## config.mk

```make
export PLATFORM = sky130hd
export DESIGN_NAME = sbus_frame_decoder_flat
export DESIGN_NICKNAME = d
export VERILOG_FILES = /design/src/hdl/sfd_pkg.sv /design/src/hdl/sfd_interfaces.sv /design/src/hdl/sfd_front.sv /design/src/hdl/sfd_queue.sv /design/src/hdl/sfd_back.sv /design/src/hdl/sbus_frame_decoder.sv /design/src/flat_wrapper.sv
export SDC_FILE = /design/constraint.sdc
export NUM_CORES = 1
export LEC_CHECK = 0
export ABC_AREA = 1
export BUFFER_PORTS_ARGS = -buffer_cell sky130_fd_sc_hd__buf_2
export CORE_ASPECT_RATIO = 1.1
export CORE_MARGIN = 2
export CORE_UTILIZATION = 40
export DETAILED_ROUTE_END_ITERATION = 16
export GPL_TIMING_DRIVEN = 1
export PLACE_DENSITY_LB_ADDON = 0.15
export SYNTH_ARGS = -nofsm -noshare
export SYNTH_HDL_FRONTEND = slang
export SYNTH_SLANG_ARGS = --single-unit
```

## constraint.sdc

```tcl
create_clock -name clock -period 24.9 [get_ports clock]
set_input_delay 3.735 -clock clock [delete_from_list [all_inputs] [get_ports clock]]
set_output_delay 3.735 -clock clock [all_outputs]
set_load 0.01 [all_outputs]
```

## src/hdl/sfd_pkg.sv

```systemverilog
// Package for the serial frame decoder: shared types, frame layout constants,
// register index codes and decode constants. No dependencies.
package sfd_pkg;

   localparam int BYTE_W      = 8;
   localparam int PAYLOAD_LEN = 23;   // stored bytes per frame, flag byte included
   localparam int FLAG_BYTE   = 22;
   localparam int DATA_BYTES  = 22;   // bytes that carry packed channel fields
   localparam int NUM_FIELDS  = 16;
   localparam int FIELD_W     = 11;
   localparam int PACKED_W    = NUM_FIELDS * FIELD_W;
   localparam int FLAGS_W     = 3;
   localparam int CSR_INDEX_W = 8;
   localparam int COUNT_W     = 5;
   localparam int INDEX_W     = 5;
   localparam int VALUE_W     = 12;
   localparam int CALC_W      = 13;

   // Flag byte bits
   localparam int FLAG_DIG0     = 0;
   localparam int FLAG_DIG1     = 1;
   localparam int FLAG_FAILSAFE = 2;

   typedef logic [BYTE_W-1:0]         byte_type;
   typedef logic [INDEX_W-1:0]        index_type;
   typedef logic signed [VALUE_W-1:0] value_type;
   typedef logic [COUNT_W-1:0]        count_type;

   // Register index codes
   localparam logic [CSR_INDEX_W-1:0] CSR_START_BYTE = 8'd0;
   localparam logic [CSR_INDEX_W-1:0] CSR_END_BYTE   = 8'd1;

   localparam byte_type START_BYTE_RESET = 8'd15;
   localparam byte_type END_BYTE_RESET   = 8'd0;

   // Channel numbers with special mapping
   localparam index_type CH_THROTTLE = 5'd0;
   localparam index_type CH_ROLL     = 5'd1;
   localparam index_type CH_PITCH    = 5'd2;
   localparam index_type CH_YAW      = 5'd3;
   localparam index_type CH_DIG0     = 5'd16;
   localparam index_type CH_DIG1     = 5'd17;

   localparam logic [CALC_W-1:0] CH0_BIAS = 13'd1696;
   localparam logic [CALC_W-1:0] MID_BIAS = 13'd1024;
   localparam value_type DIG_HIGH = 12'sd800;
   localparam value_type DIG_LOW  = -12'sd800;

   typedef enum logic [1:0] {
      PH_WAIT_START = 2'd0,
      PH_DATA       = 2'd1,
      PH_WAIT_END   = 2'd2
   } phase_type;

   typedef struct packed {
      logic                   valid;
      logic [CSR_INDEX_W-1:0] reg_index;
      byte_type               wdata;
   } csr_write_type;

   typedef struct packed {
      logic [FLAGS_W-1:0]  flags;
      logic [PACKED_W-1:0] packed_fields;
   } frame_type;

endpackage

```

## src/hdl/sfd_interfaces.sv

```systemverilog
// Channel interfaces of the serial frame decoder: byte input, result output
// and register write port. Depends on sfd_pkg.
interface sfd_req_if import sfd_pkg::*; ();
   logic     valid;
   logic     ready;
   byte_type byte_in;
   modport source (output valid, output byte_in, input ready);
   modport sink   (input valid, input byte_in, output ready);
endinterface

interface sfd_rsp_if import sfd_pkg::*; ();
   logic      valid;
   logic      ready;
   logic      frame_status;
   index_type channel_index;
   value_type channel_value;
   logic      last_of_frame;
   modport source (output valid, output frame_status, output channel_index,
                   output channel_value, output last_of_frame, input ready);
   modport sink   (input valid, input frame_status, input channel_index,
                   input channel_value, input last_of_frame, output ready);
endinterface

interface sfd_csr_if import sfd_pkg::*; ();
   logic                   valid;
   logic                   ready;
   logic [CSR_INDEX_W-1:0] reg_index;
   byte_type               wdata;
   modport source (output valid, output reg_index, output wdata, input ready);
   modport sink   (input valid, input reg_index, input wdata, output ready);
endinterface

```

## src/hdl/sfd_front.sv

```systemverilog
// Front end: frame sync, byte collection, end-byte check and frame push.
// Holds the start/end byte registers. Depends on sfd_pkg.
module sfd_front import sfd_pkg::*; (
   input  logic          clock,
   input  logic          reset,
   input  logic          req_valid,
   output logic          req_ready,
   input  byte_type      req_byte,
   input  csr_write_type csr_wr,
   output logic          push_valid,
   input  logic          push_ready,
   output frame_type     push_frame
);

   phase_type phase_ff, phase_in;
   count_type count_ff, count_in;
   byte_type  start_ff, start_in;
   byte_type  end_ff, end_in;
   byte_type  store_ff [PAYLOAD_LEN];
   logic      accept;
   logic      store_we;

   // Stall only when a closing byte arrives and the queue is full.
   assign req_ready  = (phase_ff != PH_WAIT_END) || push_ready;
   assign accept     = req_valid && req_ready;
   assign push_valid = req_valid && (phase_ff == PH_WAIT_END) && (req_byte == end_ff);

   always_comb begin
      phase_in = phase_ff;
      count_in = count_ff;
      store_we = 1'b0;
      case (phase_ff)
         PH_DATA: begin
            if (accept) begin
               store_we = (count_ff < COUNT_W'(PAYLOAD_LEN));
               count_in = count_ff + 1'b1;
               if (count_in >= COUNT_W'(PAYLOAD_LEN)) begin
                  phase_in = PH_WAIT_END;
               end
            end
         end
         PH_WAIT_END: begin
            if (accept) begin
               phase_in = PH_WAIT_START;
            end
         end
         default: begin
            if (accept) begin
               phase_in = PH_WAIT_START;
               if (req_byte == start_ff) begin
                  phase_in = PH_DATA;
                  count_in = '0;
               end
            end
         end
      endcase
   end

   always_comb begin
      start_in = start_ff;
      end_in   = end_ff;
      if (csr_wr.valid) begin
         if (csr_wr.reg_index == CSR_START_BYTE) begin
            start_in = csr_wr.wdata;
         end else if (csr_wr.reg_index == CSR_END_BYTE) begin
            end_in = csr_wr.wdata;
         end
      end
   end

   always_comb begin
      push_frame.flags = store_ff[FLAG_BYTE][FLAGS_W-1:0];
      for (int i = 0; i < DATA_BYTES; i++) begin
         push_frame.packed_fields[i*BYTE_W +: BYTE_W] = store_ff[i];
      end
   end

   always_ff @(posedge clock) begin
      if (reset) begin
         phase_ff <= PH_WAIT_START;
         count_ff <= '0;
         start_ff <= START_BYTE_RESET;
         end_ff   <= END_BYTE_RESET;
      end else begin
         phase_ff <= phase_in;
         count_ff <= count_in;
         start_ff <= start_in;
         end_ff   <= end_in;
      end
   end

   always_ff @(posedge clock) begin
      if (store_we) begin
         store_ff[count_ff] <= req_byte;
      end
   end

endmodule

```

## src/hdl/sfd_queue.sv

```systemverilog
// Short frame queue between front and back end, register based.
// Depends on sfd_pkg.
module sfd_queue import sfd_pkg::*; #(
   parameter int DEPTH = 2
) (
   input  logic      clock,
   input  logic      reset,
   input  logic      push_valid,
   output logic      push_ready,
   input  frame_type push_frame,
   output logic      pop_valid,
   input  logic      pop_ready,
   output frame_type pop_frame
);

   localparam int PTR_W = (DEPTH > 1) ? $clog2(DEPTH) : 1;
   localparam int CNT_W = $clog2(DEPTH + 1);
   localparam logic [PTR_W-1:0] LAST_PTR = PTR_W'(DEPTH - 1);
   localparam logic [CNT_W-1:0] FULL_CNT = CNT_W'(DEPTH);

   frame_type        entry_ff [DEPTH];
   logic [PTR_W-1:0] wr_ptr_ff, wr_ptr_in;
   logic [PTR_W-1:0] rd_ptr_ff, rd_ptr_in;
   logic [CNT_W-1:0] cnt_ff, cnt_in;
   logic             do_push, do_pop;

   assign push_ready = (cnt_ff != FULL_CNT);
   assign pop_valid  = (cnt_ff != '0);
   assign pop_frame  = entry_ff[rd_ptr_ff];
   assign do_push    = push_valid && push_ready;
   assign do_pop     = pop_valid && pop_ready;

   always_comb begin
      wr_ptr_in = wr_ptr_ff;
      rd_ptr_in = rd_ptr_ff;
      cnt_in    = cnt_ff;
      if (do_push) begin
         wr_ptr_in = (wr_ptr_ff == LAST_PTR) ? '0 : wr_ptr_ff + 1'b1;
      end
      if (do_pop) begin
         rd_ptr_in = (rd_ptr_ff == LAST_PTR) ? '0 : rd_ptr_ff + 1'b1;
      end
      if (do_push && !do_pop) begin
         cnt_in = cnt_ff + 1'b1;
      end else if (do_pop && !do_push) begin
         cnt_in = cnt_ff - 1'b1;
      end
   end

   always_ff @(posedge clock) begin
      if (reset) begin
         wr_ptr_ff <= '0;
         rd_ptr_ff <= '0;
         cnt_ff    <= '0;
      end else begin
         wr_ptr_ff <= wr_ptr_in;
         rd_ptr_ff <= rd_ptr_in;
         cnt_ff    <= cnt_in;
      end
   end

   always_ff @(posedge clock) begin
      if (do_push) begin
         entry_ff[wr_ptr_ff] <= push_frame;
      end
   end

endmodule

```

## src/hdl/sfd_back.sv

```systemverilog
// Back end: walks the queue head frame channel by channel and drives the
// registered result stage. Depends on sfd_pkg.
module sfd_back import sfd_pkg::*; (
   input  logic      clock,
   input  logic      reset,
   input  logic      head_valid,
   output logic      head_pop,
   input  frame_type head_frame,
   output logic      rsp_valid,
   input  logic      rsp_ready,
   output logic      rsp_status,
   output index_type rsp_index,
   output value_type rsp_value,
   output logic      rsp_last
);

   index_type          ch_ff, ch_in;
   logic               valid_ff, valid_in;
   logic               status_ff;
   index_type          index_ff;
   value_type          value_ff;
   logic               last_ff;
   logic               load;
   logic [FIELD_W-1:0] fld [NUM_FIELDS];
   logic [FIELD_W-1:0] raw;
   logic [CALC_W-1:0]  raw_x;
   logic               nx_status;
   index_type          nx_index;
   value_type          nx_value;
   logic               nx_last;

   assign load     = head_valid && (!valid_ff || rsp_ready);
   assign head_pop = load && nx_last;

   always_comb begin
      for (int k = 0; k < NUM_FIELDS; k++) begin
         fld[k] = head_frame.packed_fields[k*FIELD_W +: FIELD_W];
      end
   end

   // Field used by each channel: the first three are reordered; yaw keeps field 3.
   always_comb begin
      case (ch_ff)
         CH_THROTTLE: raw = fld[2];
         CH_ROLL:     raw = fld[0];
         CH_PITCH:    raw = fld[1];
         CH_YAW:      raw = fld[3];
         default:     raw = fld[ch_ff[3:0]];
      endcase
      raw_x = {{(CALC_W-FIELD_W){1'b0}}, raw};
   end

   always_comb begin
      nx_status = 1'b0;
      nx_index  = ch_ff;
      nx_last   = (ch_ff == CH_DIG1);
      if (head_frame.flags[FLAG_FAILSAFE]) begin
         nx_status = 1'b1;
         nx_index  = CH_THROTTLE;
         nx_value  = '0;
         nx_last   = 1'b1;
      end else begin
         case (ch_ff)
            CH_THROTTLE: nx_value = value_type'(CH0_BIAS - raw_x);
            CH_ROLL,
            CH_PITCH,
            CH_YAW:      nx_value = value_type'(raw_x - MID_BIAS);
            CH_DIG0:     nx_value = head_frame.flags[FLAG_DIG0] ? DIG_HIGH : DIG_LOW;
            CH_DIG1:     nx_value = head_frame.flags[FLAG_DIG1] ? DIG_HIGH : DIG_LOW;
            default:     nx_value = value_type'(MID_BIAS - raw_x);
         endcase
      end
   end

   always_comb begin
      ch_in    = ch_ff;
      valid_in = valid_ff;
      if (load) begin
         ch_in    = nx_last ? '0 : ch_ff + 1'b1;
         valid_in = 1'b1;
      end else if (rsp_ready) begin
         valid_in = 1'b0;
      end
   end

   always_ff @(posedge clock) begin
      if (reset) begin
         ch_ff    <= '0;
         valid_ff <= 1'b0;
      end else begin
         ch_ff    <= ch_in;
         valid_ff <= valid_in;
      end
   end

   always_ff @(posedge clock) begin
      if (load) begin
         status_ff <= nx_status;
         index_ff  <= nx_index;
         value_ff  <= nx_value;
         last_ff   <= nx_last;
      end
   end

   assign rsp_valid  = valid_ff;
   assign rsp_status = status_ff;
   assign rsp_index  = index_ff;
   assign rsp_value  = value_ff;
   assign rsp_last   = last_ff;

endmodule

```

## src/hdl/sbus_frame_decoder.sv

```systemverilog
// Top level of the serial frame decoder: front end, frame queue, back end.
// Depends on sfd_pkg, sfd_interfaces, sfd_front, sfd_queue, sfd_back.
//
//   Channel   Dir  Payload                                             Transfer
//   req_bus   in   byte_in[7:0]                                        valid & ready
//   rsp_bus   out  frame_status, channel_index[4:0],                   valid & ready
//                  channel_value[11:0] signed, last_of_frame
//   csr_bus   in   reg_index[7:0], wdata[7:0]                          valid & ready
//
// One byte transaction per cycle is taken on req_bus; the only stall is a
// closing byte arriving while the frame queue is full.
// A good frame is pushed into the queue when its end byte is taken, and the
// back end then loads its results into the output register, one result per
// cycle while rsp_bus is ready (1 failsafe or 18 channels), paced by the
// back-end channel counter and the single output register.
// Reset (synchronous, active high) clears phase, counters, queue and result
// valid, and loads start byte 15 and end byte 0; the byte store needs none.
// rsp_bus stalls hold the output register and back up into the queue; a full queue stalls the closing byte on req_bus.
module sbus_frame_decoder import sfd_pkg::*; #(
   parameter int QUEUE_DEPTH = 2
) (
   input logic         clock,
   input logic         reset,
   sfd_req_if.sink     req_bus,
   sfd_rsp_if.source   rsp_bus,
   sfd_csr_if.sink     csr_bus
);

   csr_write_type csr_wr;
   logic          push_valid, push_ready;
   frame_type     push_frame;
   logic          head_valid, head_pop;
   frame_type     head_frame;

   // Registers take a write every cycle.
   assign csr_bus.ready    = 1'b1;
   assign csr_wr.valid     = csr_bus.valid;
   assign csr_wr.reg_index = csr_bus.reg_index;
   assign csr_wr.wdata     = csr_bus.wdata;

   // Sync, collect and check frames.
   sfd_front u_front (
      .clock      (clock),
      .reset      (reset),
      .req_valid  (req_bus.valid),
      .req_ready  (req_bus.ready),
      .req_byte   (req_bus.byte_in),
      .csr_wr     (csr_wr),
      .push_valid (push_valid),
      .push_ready (push_ready),
      .push_frame (push_frame)
   );

   // Decouple byte intake from result delivery.
   sfd_queue #(
      .DEPTH (QUEUE_DEPTH)
   ) u_queue (
      .clock      (clock),
      .reset      (reset),
      .push_valid (push_valid),
      .push_ready (push_ready),
      .push_frame (push_frame),
      .pop_valid  (head_valid),
      .pop_ready  (head_pop),
      .pop_frame  (head_frame)
   );

   // Unpack channels and serialize them onto rsp_bus.
   sfd_back u_back (
      .clock      (clock),
      .reset      (reset),
      .head_valid (head_valid),
      .head_pop   (head_pop),
      .head_frame (head_frame),
      .rsp_valid  (rsp_bus.valid),
      .rsp_ready  (rsp_bus.ready),
      .rsp_status (rsp_bus.frame_status),
      .rsp_index  (rsp_bus.channel_index),
      .rsp_value  (rsp_bus.channel_value),
      .rsp_last   (rsp_bus.last_of_frame)
   );

endmodule

```

## src/flat_wrapper.sv

```systemverilog
// flat-port wrapper written by rule: the top's interface ports become plain ports
module sbus_frame_decoder_flat import sfd_pkg::*;
#(
   parameter int QUEUE_DEPTH = 2
)
  (clock, reset, req_bus_valid, req_bus_byte_in, req_bus_ready, rsp_bus_valid, rsp_bus_frame_status, rsp_bus_channel_index, rsp_bus_channel_value, rsp_bus_last_of_frame, rsp_bus_ready, csr_bus_valid, csr_bus_reg_index, csr_bus_wdata, csr_bus_ready);
  sfd_req_if req_bus_i ();
  sfd_rsp_if rsp_bus_i ();
  sfd_csr_if csr_bus_i ();
  input logic clock;
  input logic reset;
  input wire logic [$bits(req_bus_i.valid)-1:0] req_bus_valid;
  input wire logic [$bits(req_bus_i.byte_in)-1:0] req_bus_byte_in;
  output wire logic [$bits(req_bus_i.ready)-1:0] req_bus_ready;
  output wire logic [$bits(rsp_bus_i.valid)-1:0] rsp_bus_valid;
  output wire logic [$bits(rsp_bus_i.frame_status)-1:0] rsp_bus_frame_status;
  output wire logic [$bits(rsp_bus_i.channel_index)-1:0] rsp_bus_channel_index;
  output wire logic [$bits(rsp_bus_i.channel_value)-1:0] rsp_bus_channel_value;
  output wire logic [$bits(rsp_bus_i.last_of_frame)-1:0] rsp_bus_last_of_frame;
  input wire logic [$bits(rsp_bus_i.ready)-1:0] rsp_bus_ready;
  input wire logic [$bits(csr_bus_i.valid)-1:0] csr_bus_valid;
  input wire logic [$bits(csr_bus_i.reg_index)-1:0] csr_bus_reg_index;
  input wire logic [$bits(csr_bus_i.wdata)-1:0] csr_bus_wdata;
  output wire logic [$bits(csr_bus_i.ready)-1:0] csr_bus_ready;
  assign req_bus_i.valid = req_bus_valid;
  assign req_bus_i.byte_in = req_bus_byte_in;
  assign req_bus_ready = req_bus_i.ready;
  assign rsp_bus_valid = rsp_bus_i.valid;
  assign rsp_bus_frame_status = rsp_bus_i.frame_status;
  assign rsp_bus_channel_index = rsp_bus_i.channel_index;
  assign rsp_bus_channel_value = rsp_bus_i.channel_value;
  assign rsp_bus_last_of_frame = rsp_bus_i.last_of_frame;
  assign rsp_bus_i.ready = rsp_bus_ready;
  assign csr_bus_i.valid = csr_bus_valid;
  assign csr_bus_i.reg_index = csr_bus_reg_index;
  assign csr_bus_i.wdata = csr_bus_wdata;
  assign csr_bus_ready = csr_bus_i.ready;
  sbus_frame_decoder #(.QUEUE_DEPTH(QUEUE_DEPTH)) u_core (.clock(clock), .reset(reset), .req_bus(req_bus_i), .rsp_bus(rsp_bus_i), .csr_bus(csr_bus_i));
endmodule
```

# Word level (Yosys, flattened, before mapping)

Memory sizes are Yosys's and may differ from the RTL's. A register that Yosys moved wholly into a read port is not among the register bits.
Index checks and enable logic that the tools add are counted.

Output and inout bits: 22
Logic and storage cells: 102
Register bits after elaboration: 52
Bits in writable memories: 542
Memories kept: 2

Reductions and logical operators: 25
Magnitude comparators: 3
Mux-type cells: 34
Equality and inequality tests: 13
Add/sub/neg operators: 9
Bitwise operators: 3

Memories:

| memory                  | depth | bits a word | rd ports | clocked after memory_dff | write ports | line            | RTL |
|---|---|---|---|---|---|---|---|
| u_core.u_queue.entry_ff | 2     | 179         | 1        | 1                        | 1           | sfd_queue.sv:21 | `frame_type entry_ff [DEPTH];` |
| u_core.u_front.store_ff | 23    | 8           | 23       | 0                        | 1           | sfd_front.sv:19 | `byte_type store_ff [PAYLOAD_LEN];` |

Operator list:

| cell                                                | count |
|---|---|
| case mux 12 bit (4 select lines)                    | 1 |
| binary-select mux 11 bit (select 4 bit)             | 1 |
| case mux 11 bit (4 select lines)                    | 1 |
| 2-to-1 mux 12 bit                                   | 2 |
| subtractor 11 x 11 -> 12 bit, first input constant  | 2 |
| 2-to-1 mux 11 bit                                   | 2 |
| 2-to-1 mux 5 bit                                    | 4 |
| == test 8 bit                                       | 2 |
| 2-to-1 mux 1 bit                                    | 15 |
| 2-to-1 mux 2 bit                                    | 6 |
| subtractor 11 x 11 -> 12 bit, second input constant | 1 |
| adder 5 x 1 -> 5 bit, second input constant         | 2 |
| == test 5 x 2 -> 1 bit, second input constant       | 2 |
| == test 5 bit, second input constant                | 2 |
| >= comparator 5 bit, second input constant          | 2 |
| case mux 5 bit (2 select lines)                     | 1 |
| logical AND 1 bit                                   | 9 |
| == test 8 x 1 -> 1 bit, second input constant       | 1 |
| zero test 8 bit                                     | 1 |
| nonzero test 2 bit                                  | 4 |
| != test 2 bit, second input constant                | 3 |
| AND reduction 3 bit                                 | 2 |
| == test 5 x 1 -> 1 bit, second input constant       | 1 |
| zero test 5 bit                                     | 1 |
| 13 further kinds                                    | 19 |

# Logic depth before layout (Yosys ltp)

Gate-level depths: netlist of run 1.

Depth in word-level cells: 8
Gate-level depth with buffers: 23
Gate-level depth less buffers: 20

# Cells and area by module

A second synthesis of run 1 with hierarchy kept.

Cells, all modules: 1690
Area total of the unflattened synthesis: 24215.7 µm²

By module, submodules not included:

| module             | instances | cells an instance | area an instance (µm²) | sequential area each (µm²) |
|---|---|---|---|---|
| sfd_queue          | 1         | 594               | 13568.0                | 10850.4 |
| sfd_front          | 1         | 398               | 6841.6                 | 5835.6 |
| sfd_back           | 1         | 696               | 3794.9                 | 690.7 |
| sbus_frame_decoder | 1         | 2                 | 11.3                   | 0.0 |

# Worst setup path before layout of run 1

Ideal clock, no wire load.

Path kind: input-to-reg
Start point: input port req_bus_byte_in[7]
End point: memory u_core.u_queue.entry_ff[0][0] (netlist bit), enable pin
Required time: 24.159 ns
Buffers on the path: 0
Setup time: 0.741 ns
Cell stages on the path: 6
Setup slack: 11.746 ns
Arrival time: 12.413 ns
Cells stage by stage: inv_1 o22ai_1 a221oi_1 nand2_1 nor4_1 nor2b_1

Longest elaborated chain between the ends: 5

Ends and longest elaborated chain:

| item                                   | line               | RTL |
|---|---|---|
| from (decl)                            | flat_wrapper.sv:13 | `input wire logic [$bits(req_bus_i.byte_in)-1:0] req_bus_byte_in;` |
| == test 8 bit                          | sfd_front.sv:26    | `assign push_valid = req_valid && (phase_ff == PH_WAIT_END) && (req_byte == end_ff);` |
| logical AND 1 bit                      | sfd_front.sv:26    |  |
| logical AND 1 bit                      | sfd_queue.sv:30    | `assign do_push = push_valid && push_ready;` |
| named net u_core.u_queue.do_push       | sfd_queue.sv:25    | `logic do_push, do_pop;` |
| 2-to-1 mux 1 bit                       | sfd_queue.sv:63    | `if (do_push) begin` |
| 2-to-1 mux 1 bit (not written as such) | sfd_queue.sv:64    | `entry_ff[wr_ptr_ff] <= push_frame;` |
| to (decl)                              | sfd_queue.sv:21    |  |

The timed path passes the listed nets, and every way through them passes these cells.

# Worst setup path after layout of run 1

Start point: input port req_bus_byte_in[5]
End point: memory u_core.u_queue.entry_ff[1][9] (netlist bit), enable pin

The elaborated chain is that of the path after synthesis.

==> flow_summary.json, run 1 <==
{
  "finalClockSkew_ns": 0.02224,
  "antennaDiodeCount": 0,
  "min_path_type": "flop to flop",
  "power_switching_mw": 0.6003,
  "fp.dieW_um": 233.3,
  "vias": 13940,
  "overflow": 0,
  "cts-resized-gates": 0,
  "root_buffer": "clkbuf_16",
  "syn2layout_area_growth_pct": 12.81,
  "rows": 92,
  "max_freq_mhz": 139.9,
  "ys_seq_elements": 590,
  "min_period_over_period": 0.2871,
  "post-cts-setup-buffer-count": 0,
  "powerDensity_mw_per_mm2": 88.20,
  "p_total_mw": 2.303,
  "period_needed_ns": 7.148,
  "r2r_setup_slack_ns": 20.78,
  "required_ns": 25.13,
  "synth_edf_count": 556,
  "io_buffers": 49,
  "max_stage_delay_ns": 0.86,
  "p_int_mw": 1.702,
  "grt_use_met3": 0.03058,
  "antenna_found_initial": 1,
  "cts_inserted_buffers": 59,
  "gp_congestion": 0.7941,
  "p_leak_nw": 9.081,
  "synth_cell_types": 48,
  "nets": 1929,
  "ir_drop_mv": 0.05440,
  "wl_per_cell_um": 21.85,
  "p_seq_frac": 0.475,
  "fin_ws_ns": 17.75,
  "cts_tree": "built",
  "firstDrtPassIters": 5,
  "drt-total-wl_um": 58750,
  "post-place-ws_ns": 17.19,
  "ctsHoldBuffers": 0,
  "clkTransAtPathRegs_ns": 0.06,
  "crit_start": "req_bus_byte_in[5]",
  "avgSynthCellArea_um2": 12.61,
  "start_util": 0.4045,
  "drv_slew": 0,
  "drc": 0,
  "critical_path_class": "primary input to flop",
  "outcome": "finished, final reports clean",
  "rsz0062_at_grt": "no",
  "hold_end": "u_core.u_queue.entry_ff[1][135]",
  "synth-main-ff-cell": "edfxtp_1",
  "finalSetupViolCount": 0,
  "syn_nets": 1877,
  "syn_area_mm2": 0.02314,
  "cts.sinks": 590,
  "reg2reg_depth": 20,
  "timing_worst_slew_pin_value_ns": 1.132,
  "min_delay_path_depth": 0,
  "power_frac_clock": 0.387,
  "setup-tns-final_ns": 0,
  "insertion_delay_ns": 0.62,
  "hold_viol_final": 0,
  "vias_per_cell": 5.186,
  "die-area_mm2": 0.05980,
  "cp-end-kind": "flop",
  "hpwl_um": 33540,
  "cpMostUsedCell": "nand2_1",
  "coreArea_mm2": 0.05721,
  "yosysTopAreaCell": "edfxtp_1",
  "drt_iter0_drc": 1112,
  "layout-drive-gt1-share": 0.09861,
  "p_sw_frac": 0.2607,
  "crit_arrival_ns": 7.37,
  "grt_start_max_net_pins": 160,
  "synth-async-reset-ratio": 0,
  "combPwrFrac": 0.138,
  "yosys_warnings": 0,
  "met2_usage": 0.3274,
  "synth_cells": 1835,
  "cp-start-kind": "primary input",
  "grt-busiest-layer": "met2",
  "netlist.area_leader.share": 0.7215,
  "ys_top_cells_by_area": "edfxtp_1 (72%), nand2_1 (5.8%), nor2_1 (3.9%)",
  "final_antenna_net_count": 0,
  "worstReg2RegStart": "u_core.u_back.ch_ff[3]",
  "final_cell_mix": "edfxtp_1 (556), nand2_1 (355), nor2_1 (240)",
  "cpMaxStageDelayCell": "buf_4",
  "cts_buffer_depth": 3,
  "grtUsageTotal": 0.1983,
  "cp_max_fo": 117,
  "gr-usage-met1": 0.2642,
  "grt_pass1_vias": 13680,
  "layout_commonest_cell": "edfxtp_1",
  "cp_cell_sequence": "buf_2, o22ai_1, a221oi_1, nand2_1, nor4_1, nand2_1, inv_8, buf_4",
  "relSlewSlack": 0.2442,
  "grt_pass1_wl_um": 87460,
  "min_from": "u_core.u_front.store_ff[16][7]",
  "yosysSeqAreaShare": 0.7509,
  "cap_violations": 0,
  "die_h_um": 256.3,
  "reg2reg_to": "u_core.u_back.rsp_value[10]",
  "htreeDepth": 2,
  "ios": 51
}
[power groups by stage]
stage / Sequential, mW / Combinational (mW) / Clock, mW
floorplan: 1.11 / 0.217 / 0
global placement: 1.12 / 0.315 / 0
detailed placement: 1.12 / 0.317 / 0
CTS: 1.09 / 0.318 / 0.912
global route: 1.09 / 0.356 / 0.950
finish: 1.09 / 0.317 / 0.892
[state kept, by name (all words and copies together) (netlist names), 2 cells and up, named ones only]
name                     cells
u_core.u_back.ch_ff          5
u_core.u_back.rsp_index      5
u_core.u_back.rsp_value     12
u_core.u_front.count_ff      5
u_core.u_front.end_ff        8
u_core.u_front.phase_ff      2
u_core.u_front.start_ff      8
u_core.u_front.store_ff    179
u_core.u_queue.cnt_ff        2
u_core.u_queue.entry_ff    358
[metrics by stage]
step / std cells / area (um2) / utilization / hold WS [ns]
2_1_floorplan: 1835 / 23140 / - / 0.4215
3_3_place_gp: 2578 / 24160 / 0.4223 / 0.4227
3_5_place_dp: 2578 / 24160 / 0.4223 / 0.4298
4_1_cts: 2689 / 26110 / 0.4563 / 0.4416
5_1_grt: 2689 / 26110 / 0.4563 / 0.4477
6_report: 2689 / 26110 / 0.4563 / 0.4393
[layout make-up]
type	count	area (um2)
repair buffers	70	427.9
well taps	752	940.9
clock inverters	43	415.4
flip-flops and latches	590	17380
inverters	91	351.6
clock buffers	68	1531
multi-input cells	1075	5056
fillers	5097	31100
[synth_stat cells, types with 3 or more instances]
cell	number
edfxtp_1	556
nand2_1	355
nor2_1	240
o21ai_0	145
nand3_1	125
inv_1	85
a21oi_1	62
buf_2	42
dfxtp_1	34
clkbuf_1	26
o22ai_1	23
nor3_1	14
o211ai_1	14
ha_1	13
mux2i_1	11
or2_2	8
xnor2_1	8
inv_2	6
xor2_1	6
buf_1	5
nor2_2	5
buf_4	4
nand2_2	4
nor4_1	4
nand4_1	3
[worst max path at each step]
stage                                      end  cells past startpoint
4_1_cts          u_core.u_queue.entry_ff[1][9]                      8
5_1_grt          u_core.u_queue.entry_ff[1][9]                      8
6_report         u_core.u_queue.entry_ff[1][9]                      8
2_1_floorplan    u_core.u_queue.entry_ff[0][0]                      6
3_5_place_dp   u_core.u_queue.entry_ff[1][107]                      8
3_3_place_gp   u_core.u_queue.entry_ff[1][107]                      8
[routing by layer]
metal	part of all wire	up-vias
met3	0.050	106
met2	0.49	393
li1	-	6597
met1	0.43	6848
met5	0	-
met4	0.035	0
[worst max-delay path: cells and delay by family]
kind / cells / cell delay [ns]
simple gates: 3 / 0.90
compound gates: 2 / 0.36
buf+inv: 3 / 2.20
[cells by family (layout without fill, tap and decap cells)]
family	after synthesis	in the layout	share of synthesized area
DFF	590	590	0.7509
other	1	1	0.0001620
muxes	11	11	0.004758
adders and majority gates	13	13	0.007029
and+or+nand+nor	772	772	0.1386
AOI/OAI and AO/OA	264	264	0.06218
buffers and inverters	170	272	0.03114
xor gates and xnor gates	14	14	0.005299
Power figures use the tool's default switching activity.
==> run 2, diff against run 1 <==
==> constraint.sdc (replaced) <==
create_clock -name clock -period 6.5 [get_ports clock]
set_input_delay 0.975 -clock clock [delete_from_list [all_inputs] [get_ports clock]]
set_output_delay 0.975 -clock clock [all_outputs]
set_load 0.01 [all_outputs]
==> run 2 against run 1 <==
Net effect: sequential power rose to 3.9 times the previous value; worst hold slack got worse by 0.0021 ns; critical path depth rose by 11; die area is the same.
==> flow_summary.json, run 2 (synthesis gave the netlist of run 1 again) <==
{
  "outcome": "finished, final reports clean",
  "r2r_setup_slack_ns": 2.23,
  "power_frac_clock": 0.377,
  "overflow": 0,
  "io_buffers": 49,
  "finalSetupViolCount": 0,
  "critical_path_class": "flop to flop",
  "final_antenna_net_count": 0,
  "max_freq_mhz": 234.1,
  "drt-total-wl_um": 60810,
  "coreArea_mm2": 0.05721,
  "combPwrFrac": 0.138,
  "min_period_over_period": 0.6573,
  "grt_pass1_wl_um": 90420,
  "p_int_mw": 6.376,
  "required_ns": 6.84,
  "drt_iter0_drc": 1195,
  "nets": 1936,
  "grt_pass1_vias": 13840,
  "finalClockSkew_ns": 0.02048,
  "htreeDepth": 2,
  "ir_drop_mv": 0.2441,
  "relSlewSlack": 0.1175,
  "start_util": 0.4045,
  "grt_start_max_net_pins": 121,
  "vias_per_cell": 5.203,
  "cp-end-kind": "flop",
  "layout-drive-gt1-share": 0.09825,
  "antenna_found_initial": 1,
  "clkTransAtPathRegs_ns": 0.06,
  "reg2reg_to": "u_core.u_back.rsp_value[10]",
  "drc": 0,
  "drv_slew": 0,
  "cts_tree": "built",
  "gp_congestion": 0.9453,
  "p_sw_frac": 0.2656,
  "min_from": "u_core.u_front.store_ff[20][2]",
  "p_seq_frac": 0.485,
  "crit_start": "u_core.u_back.ch_ff[0]",
  "ctsHoldBuffers": 0,
  "largest_reg_flops": 358,
  "wl_per_cell_um": 22.56,
  "fp.dieW_um": 233.3,
  "grtUsageTotal": 0.2051,
  "worstReg2RegStart": "u_core.u_back.ch_ff[0]",
  "syn2layout_area_growth_pct": 12.76,
  "final_cell_mix": "edfxtp_1 (556), nand2_1 (355), nor2_1 (240)",
  "p_leak_nw": 9.072,
  "root_buffer": "clkbuf_16",
  "insertion_delay_ns": 0.61,
  "layout_commonest_cell": "edfxtp_1",
  "ios": 51,
  "power_switching_mw": 2.307,
  "vias": 14030,
  "cp_max_fo": 70,
  "rsz0062_at_grt": "no",
  "die-area_mm2": 0.05980,
  "antennaDiodeCount": 0,
  "cts_buffer_depth": 3,
  "setup-tns-final_ns": 0,
  "rows": 92,
  "hpwl_um": 36450,
  "min_path_type": "flop to flop",
  "crit_path_end": "u_core.u_back.rsp_value[10]",
  "largest_register": "u_core.u_queue.entry_ff",
  "die_h_um": 256.3,
  "post-cts-setup-buffer-count": 0,
  "cts.sinks": 590,
  "cts-resized-gates": 0,
  "timing_worst_slew_pin_value_ns": 1.319,
  "powerDensity_mw_per_mm2": 332.7,
  "reg2reg_depth": 19,
  "cts_inserted_buffers": 59,
  "hold_viol_final": 0,
  "crit_arrival_ns": 4.61,
  "postPlaceCellArea_mm2": 0.02424,
  "fin_area_mm2": 0.02610,
  "firstDrtPassIters": 7,
  "cap_violations": 0,
  "cp-start-kind": "flop",
  "period_needed_ns": 4.272
}
-- run 2: cell types whose count changed in the layout (fill, tap and decap cells not counted) --
cell        previous run  this run
buf_12                 2         4
buf_4                 19        24
inv_6                  1         0
inv_8                  1         2
clkbuf_1               8        13
bufinv_16              8         4
clkinvlp_4             2         3
clkinv_16              0         1
clkinv_8               1         0
clkinv_2              14        10
clkinv_1              16        18
-- run 2: area by class of cell --
class                           count  area [um2]
Clock inverter                     38       306.5
Tap cell                          752       940.9
Fill cell                        5142       31110
Inverter                           91       351.6
Clock buffer                       73        1550
Timing Repair Buffer               77       505.5
Multi-Input combinational cell   1075        5056
Sequential cell                   590       17380
-- run 2: power by group through the flow --
stage / registers, mW / clock network [mW] / logic, mW
global placement: 4.29 / 0 / 1.20
detailed placement: 4.29 / 0 / 1.21
floorplan: 4.27 / 0 / 0.833
CTS: 4.21 / 3.33 / 1.21
global route: 4.21 / 3.49 / 1.35
finish: 4.21 / 3.27 / 1.20
-- run 2: worst min path at each step --
stage	to	slack, ns	cells after the start
after floorplan	u_core.u_queue.entry_ff[0][0]	0.42	0
after global placement	u_core.u_queue.entry_ff[0][75]	0.42	0
after detailed placement	u_core.u_queue.entry_ff[0][123]	0.43	0
after CTS	u_core.u_queue.entry_ff[0][162]	0.43	0
after global routing	u_core.u_queue.entry_ff[0][158]	0.45	0
final	u_core.u_queue.entry_ff[0][162]	0.44	0
-- run 2: worst max-delay path: stages, from the launching register on --
cell and delay [ns]:
dfxtp_4 0.77, inv_2 0.25, buf_12 0.27, ha_1 0.26
nand2_1 0.42, inv_2 0.20, nor2_4 0.32, inv_1 0.16
a21oi_1 0.15, nand2_1 0.07, o31ai_1 0.13, ha_1 0.36
nand3_1 0.10, nor2_1 0.05, nor2_1 0.12, nand3_1 0.11
nand2_1 0.07, nand2_1 0.04, nand3_1 0.06, a21oi_1 0.06
-- run 2: through the flow --
stage | cells | hold WS (ns) | setup slack, ns | utilization | power, mW
CTS | 2696 | 0.4316 | 2.195 | 0.4561 | 8.755
global route | 2696 | 0.4476 | 1.883 | 0.4561 | 9.055
finish | 2696 | 0.4372 | 2.228 | 0.4561 | 8.683
floorplan | 1835 | 0.4215 | 0.6542 | - | 5.102
detailed placement | 2585 | 0.4299 | 2.179 | 0.4237 | 5.499
global placement | 2585 | 0.4218 | 2.232 | 0.4237 | 5.492
-- run 2: layer usage --
layer,wire length [um],GRT usage,vias up,share of wire
li1,-,-,6603,-
met1,26240,0.2753,6966,0.43
met2,30390,0.3504,380,0.50
met3,2847,0.02914,77,0.047
met4,1330,0.05042,0,0.022
met5,0,0,-,0
